[config.mk]
export PLATFORM = sky130hd
export DESIGN_NAME = bbc_back
export DESIGN_NICKNAME = d
export VERILOG_FILES = /design/src/design/bbc_pkg.sv /design/src/design/bbc_back.sv
export SDC_FILE = /design/constraint.sdc
export NUM_CORES = 1
export LEC_CHECK = 0
export BUFFER_PORTS_ARGS = -buffer_cell sky130_fd_sc_hd__buf_4
export CAP_MARGIN = 20
export CORE_MARGIN = 4
export CORE_UTILIZATION = 60
export CTS_BUF_LIST = sky130_fd_sc_hd__clkbuf_16
export CTS_CLUSTER_DIAMETER = 30
export CTS_CLUSTER_SIZE = 25
export DETAILED_ROUTE_END_ITERATION = 10
export PLACE_DENSITY = 0.77
export SYNTH_ARGS = -nofsm -noshare
export SYNTH_HDL_FRONTEND = slang
export SYNTH_SLANG_ARGS = --single-unit
export TNS_END_PERCENT = 50
[constraint.sdc]
create_clock -name clk -period 5.5 [get_ports clk]
set_input_delay 0.275 -clock clk [delete_from_list [all_inputs] [get_ports clk]]
set_output_delay 0.275 -clock clk [all_outputs]
set_load 0.005 [all_outputs]
[src/design/bbc_pkg.sv]
// ----------------------------------------------------------------------------
// bbc_pkg
// shared constants, codes and types of the bracket balance checker
// ----------------------------------------------------------------------------
package bbc_pkg;

  // nesting capacity of the bracket stack
  localparam int MAX_DEPTH = 64;
  localparam int DEPTH_W   = $clog2(MAX_DEPTH + 1);
  localparam int ADDR_W    = (MAX_DEPTH > 1) ? $clog2(MAX_DEPTH) : 1;

  // character and status widths
  localparam int CHAR_W   = 8;
  localparam int STATUS_W = 2;
  localparam int KIND_W   = 2;

  // bracket characters
  localparam logic [CHAR_W-1:0] CH_OPEN_ROUND   = 8'h28;
  localparam logic [CHAR_W-1:0] CH_OPEN_SQUARE  = 8'h5B;
  localparam logic [CHAR_W-1:0] CH_OPEN_CURLY   = 8'h7B;
  localparam logic [CHAR_W-1:0] CH_CLOSE_ROUND  = 8'h29;
  localparam logic [CHAR_W-1:0] CH_CLOSE_SQUARE = 8'h5D;
  localparam logic [CHAR_W-1:0] CH_CLOSE_CURLY  = 8'h7D;

  // bracket kind codes
  localparam logic [KIND_W-1:0] KIND_ROUND  = 2'd0;
  localparam logic [KIND_W-1:0] KIND_SQUARE = 2'd1;
  localparam logic [KIND_W-1:0] KIND_CURLY  = 2'd2;

  // status and latched error codes
  localparam logic [STATUS_W-1:0] ST_BALANCED = 2'd0;
  localparam logic [STATUS_W-1:0] ST_CLOSER   = 2'd1;
  localparam logic [STATUS_W-1:0] ST_UNCLOSED = 2'd2;
  localparam logic [STATUS_W-1:0] ST_OVERFLOW = 2'd3;

  // classified character as it travels from front to back
  typedef struct packed {
    logic              is_open;
    logic              is_close;
    logic [KIND_W-1:0] kind;
    logic              last;
  } bbc_op_t;

endpackage

[src/design/bbc_back.sv]
// ----------------------------------------------------------------------------
// bbc_back
// executes stack operations and forms the end-of-string status
// ----------------------------------------------------------------------------
module bbc_back (
  input  logic                          clk,
  input  logic                          rst_n,
  input  logic                          op_valid,
  input  bbc_pkg::bbc_op_t              op,
  output logic                          op_rd,
  output logic                          empty,
  input  logic                          pop,
  output logic [bbc_pkg::STATUS_W-1:0]  out_status
);

  localparam logic [bbc_pkg::DEPTH_W-1:0] DEPTH_MAX = bbc_pkg::DEPTH_W'(bbc_pkg::MAX_DEPTH);
  localparam logic [bbc_pkg::DEPTH_W-1:0] DEPTH_ONE = bbc_pkg::DEPTH_W'(1);
  localparam logic [bbc_pkg::DEPTH_W-1:0] DEPTH_TWO = bbc_pkg::DEPTH_W'(2);

  // entries below the top of stack
  logic [bbc_pkg::KIND_W-1:0]   mem [bbc_pkg::MAX_DEPTH];

  logic [bbc_pkg::DEPTH_W-1:0]  depth_r, depth_nxt;
  logic [bbc_pkg::STATUS_W-1:0] err_r, err_nxt;
  logic [bbc_pkg::KIND_W-1:0]   top_r, top_nxt;
  logic [bbc_pkg::KIND_W-1:0]   below_r;
  logic                         out_valid_r, out_valid_nxt;
  logic [bbc_pkg::STATUS_W-1:0] status_r, status_nxt;

  logic                         fire;
  logic                         do_push, do_pop;
  logic [bbc_pkg::DEPTH_W-1:0]  depth_op;
  logic [bbc_pkg::STATUS_W-1:0] err_op;
  logic                         mem_wr;
  logic [bbc_pkg::DEPTH_W-1:0]  wr_full, rd_full;
  logic [bbc_pkg::ADDR_W-1:0]   wr_addr, rd_addr;

  // take a final operation only when the result slot can accept its status
  assign fire  = op_valid && (!op.last || !out_valid_r || pop);
  assign op_rd = fire;

  assign empty      = !out_valid_r;
  assign out_status = status_r;

  // push, pop and error decision for one operation
  always_comb begin
    do_push  = 1'b0;
    do_pop   = 1'b0;
    depth_op = depth_r;
    err_op   = err_r;
    if (fire && (err_r == bbc_pkg::ST_BALANCED)) begin
      if (op.is_open) begin
        if (depth_r == DEPTH_MAX) begin
          err_op = bbc_pkg::ST_OVERFLOW;
        end else begin
          do_push  = 1'b1;
          depth_op = depth_r + DEPTH_ONE;
        end
      end else if (op.is_close) begin
        if (depth_r == '0 || top_r != op.kind) begin
          err_op = bbc_pkg::ST_CLOSER;
        end else begin
          do_pop   = 1'b1;
          depth_op = depth_r - DEPTH_ONE;
        end
      end
    end
  end

  // end-of-string status and state clear
  always_comb begin
    depth_nxt     = depth_op;
    err_nxt       = err_op;
    out_valid_nxt = out_valid_r && !pop;
    status_nxt    = status_r;
    if (fire && op.last) begin
      out_valid_nxt = 1'b1;
      if (err_op != bbc_pkg::ST_BALANCED) begin
        status_nxt = err_op;
      end else if (depth_op != '0) begin
        status_nxt = bbc_pkg::ST_UNCLOSED;
      end else begin
        status_nxt = bbc_pkg::ST_BALANCED;
      end
      depth_nxt = '0;
      err_nxt   = bbc_pkg::ST_BALANCED;
    end
  end

  // top of stack register
  always_comb begin
    top_nxt = top_r;
    if (do_push) begin
      top_nxt = op.kind;
    end else if (do_pop) begin
      top_nxt = below_r;
    end
  end

  // old top spills to memory on push, next-below entry is read ahead
  assign mem_wr  = do_push && (depth_r != '0);
  assign wr_full = depth_r - DEPTH_ONE;
  assign rd_full = depth_nxt - DEPTH_TWO;
  assign wr_addr = wr_full[bbc_pkg::ADDR_W-1:0];
  assign rd_addr = rd_full[bbc_pkg::ADDR_W-1:0];

  always_ff @(posedge clk) begin
    if (mem_wr) begin
      mem[wr_addr] <= top_r;
    end
    if (mem_wr && (wr_addr == rd_addr)) begin
      below_r <= top_r;
    end else begin
      below_r <= mem[rd_addr];
    end
  end

  // control state
  always_ff @(posedge clk) begin
    if (!rst_n) begin
      depth_r     <= '0;
      err_r       <= bbc_pkg::ST_BALANCED;
      out_valid_r <= 1'b0;
    end else begin
      depth_r     <= depth_nxt;
      err_r       <= err_nxt;
      out_valid_r <= out_valid_nxt;
    end
  end

  // payload registers
  always_ff @(posedge clk) begin
    top_r    <= top_nxt;
    status_r <= status_nxt;
  end

endmodule

==> metrics.md <==
| Metric | Value |
|---|---|
| Core area | between 0.01 and 0.015 mm^2 |
| Post-Place Cells | 586 |
| Overall Global Routing Usage | roughly a quarter |
| I/O pin cnt | 13 |
| Starting density of the core | a little over three fifths |
| DIE AREA | roughly 0.013 mm^2 |
| CTS tree | built |
| GPL Wtd Cong | roughly 0.91 |
| WP data required | 5.77 ns |
| Cell Area, Synth | 0.006559 mm^2 |
| Sequential-to-total area share from yosys stat | 65.32% |
| Top delay family on crit path | simple AND/OR/NAND/NOR gates |
| Clock-pin slew on the worst setup and hold paths | 0.06 ns |
| Vias in the first global route | 4,181 |
| Post-synth EDFFs | roughly 130 |
| Via count | between 4,000 and 5,000 |
| Maximum vdd drop | 0.0002220 V |
| Routed WL | 15.25 mm |
| Quantity of gates resized following cts | 0 |
| Clk buf depth | 2 |
| Crit path launch | depth_r[0]$_SDFF_PN0_ |
| Drt wl/cell | around 25 um |
| Crit-path cells | inv_1 -> ha_1 -> or4b_1 -> nor3b_4 -> o41ai_2 -> or3_4 -> nand2_1 -> ha_1 -> inv_1 -> o311ai_0 -> o21ai_1 |
| Final setup violation count | 0 |
| Setup Skew | 0.01115 ns |
| Arrival @ worst endpoint | ~3.6 ns |
| Ys async rst share | 0% |
| Clock root buffer | clkbuf_16 |
| Gate Count Post-Synth | about 450 |
| DIE HEIGHT | about 110 um |
| R2r setup slk | roughly 2.2 ns |
| CP Capture Type | register |
| Fin cells | just over 600 |
| CTS sink cnt | ~150 |
| Footprint of the multi-input gates | between 0.002 and 0.0025 mm^2 |
| Final Max Slew Viols | 0 |
| Share of cells above drive strength 1 | between 10% and 20% |
| Synth Area per Inst | 14.45 um^2 |
| Max-slew headroom | between 30% and 40% |
| Layout area overhead | 11.79% |
| Sum Neg Setup Slack | 0 ns |
| Register area | between 0.004 and 0.005 mm^2 |
| Power Density | approximately 340 mW/mm^2 |
| # rows | 37 |
| Tot Pwr | roughly 2.5 mW |
| Max-Cap Viols | 0 |
| Antenna-violating nets left | 0 |
| Min-Delay Endpoint | out_valid_r$_SDFF_PN0_ |
| Slowest stage delay, CP | around 0.6 ns |
| Synth warn | 0 |
| Final hold vios | 0 |
| Cell variety after synth | between 50 and 60 |
| Largest net degree at the start of global routing | 65 |
| Slowest CP cell | or4b_1 |
| Layout Nets | around 480 |
| Die W | 112.6 um |
| Worst-Margin Slew | roughly 1 ns |
| Post-CTS setup buffer count | 0 |
| H-tree levels | 4 |
| Hold Startpoint | rst_n |
| Global-route wire length before repair | approximately 24 mm |
| Ant diodes | 0 |
| Buf/Inv on CP | 2 |
| Hold Crit Class | input port to register |
| RSZ-0062 raised after global routing | false |
| DPL Wire Length | around 9.4 mm |
| Initial antenna violation count | 0 |
| Fillers | 702 |
| Skew-Pair Late Insertion Delay | roughly 0.42 ns |
| Run status | complete, no violations |
| DRT iter0 DRCs | about 500 |
| Reg2reg start | depth_r[0]$_SDFF_PN0_ |
| Synth Register Bits | roughly 150 |
| Cts bufs inserted | 17 |
| Post-Syn Nets | ~470 |
| # DRC | 0 |
| Vias per inst | approximately 6.7 |
| Final period utilization | about three fifths |
| Worst-path fanout max | 7 |
| Post-route minimum period | 3.275 ns |
| Buffers on Ports | 12 |
| Worst hold path cell count | 2 |
| Grt ovf | 0 |
| P_leak | approximately 2.4 nW |
| R2R depth | 11 |
| Pre-Repair DR Iteration Count | 5 |
| Type of the worst setup path | register to register |
| Top_reg_cell synth | edfxtp_1 |
| Startpoint class of the critical path | register |
| Max Clk Rate | between 300 and 400 MHz |
| # hold bufs at CTS | 0 |
report_power, final:
group | switching [mW] | total, mW | internal, mW | leakage, nW
clock network | 0.449 | 1.11 | 0.662 | 0.275
logic | 0.0918 | 0.152 | 0.0601 | 0.833
registers | 0.0163 | 1.25 | 1.23 | 1.32
metrics by stage:
stage | cell area [um^2] | hold slack [ns] | util, % | setup WS (ns)
floorplan | 6559 | 0.3926 | - | 2.666
global placement | 6739 | 0.4876 | 64.41 | 2.512
detailed placement | 6739 | 0.4989 | 64.41 | 2.361
CTS | 7305 | 0.06522 | 69.82 | 2.264
global route | 7332 | 0.06879 | 70.08 | 1.981
finish | 7332 | 0.06974 | 70.08 | 2.225
layer usage:
| metal | up-vias | global-route usage (%) | share of wire (%) |
|---|---|---|---|
| met3 | 40 | 6.146 | 8.4 |
| met5 | - | 0 | 0 |
| met1 | 2075 | 36.19 | 39 |
| met2 | 234 | 37.68 | 49 |
| li1 | 1768 | - | - |
| met4 | 0 | 12.26 | 3.8 |
cell type report:
cell class	count	share of cell area, %
clock buffers	17	5.802
flip-flops and latches	148	58.45
clock inverters	15	1.911
multi-input cells	276	29.04
well taps	136	2.321
repair buffers	16	1.911
inverters	11	0.5631
state kept, by name (all words and copies together) (netlist names), named ones only:
register and count:
mem 128, top_r 2, err_r 2, out_status 2, depth_r 7, out_valid_r 1
cell usage after synthesis, types with 2 or more instances:
cell,instances,area share [%]
clkbuf_1,7,0.40
xor2_1,5,0.67
nor2_1,92,5.3
a31oi_1,6,0.57
nand2_1,26,1.5
nand2b_1,4,0.38
nor2b_1,5,0.48
mux2i_1,7,1.1
ha_1,3,0.57
o21ai_0,7,0.53
and2_1,4,0.38
a21oi_1,5,0.38
nor4_1,2,0.19
nand3b_1,2,0.23
nand3_1,8,0.61
nor3_1,7,0.53
a2111oi_0,3,0.40
dfxtp_1,16,4.9
nand4_1,4,0.38
buf_1,2,0.11
buf_2,6,0.46
o21ai_1,3,0.23
buf_4,2,0.23
xnor2_1,8,1.1
a211oi_1,3,0.34
o211ai_1,5,0.57
o311ai_0,3,0.40
o21a_1,3,0.34
edfxtp_1,132,60
mux4_2,34,12
and3_1,4,0.38
inv_1,11,0.63
worst reg2reg max path: cells and delay by family (launching register included):
| kind | cells | cell delay [ns] |
|---|---|---|
| fa+ha+maj | 2 | 0.44 |
| compound gates | 3 | 0.66 |
| flops | 1 | 0.37 |
| buf+inv | 2 | 0.18 |
| simple gates | 4 | 1.48 |
worst max-delay path by stage:
stage                                     to  slack [ns]  cells after the start
after floorplan                     register        2.67                      9
after global placement              register        2.51                     11
after detailed placement            register        2.36                     11
after CTS                 top_r[1]$_DFFE_PP_        2.26                      7
after global routing                register        1.98                     11
final                               register        2.22                     11
placed cells by master (no fill, tap or decap), types with 2 or more instances in the layout:
cell	instances
a211oi_1	3
nor2_1	92
clkbuf_16	17
a31oi_1	6
mux2i_1	7
inv_6	2
ha_1	3
o311ai_0	3
a21oi_1	5
xnor2_1	8
o211ai_1	5
nand3b_1	2
nand4_1	4
and2_1	4
clkinvlp_4	3
mux4_2	34
buf_4	15
clkinv_1	2
nand2b_1	4
nor3_1	7
xor2_1	5
edfxtp_1	132
bufinv_16	2
o21a_1	3
o21ai_1	3
nand3_1	8
dfxtp_1	15
nor4_1	2
nand2_1	26
and3_1	4
o21ai_0	7
inv_1	12
a2111oi_0	3
clkinv_2	4
nor2b_1	5
kinds of logic after synthesis:
family	synth area share, %
AOI/OAI and AO/OA	5.342
xor gates and xnor gates	1.736
adders and majority gates	0.5724
buffers and inverters	2.213
DFF	65.32
muxes	12.74
and+or+nand+nor	12.08
(Power assumes the default switching activity.)
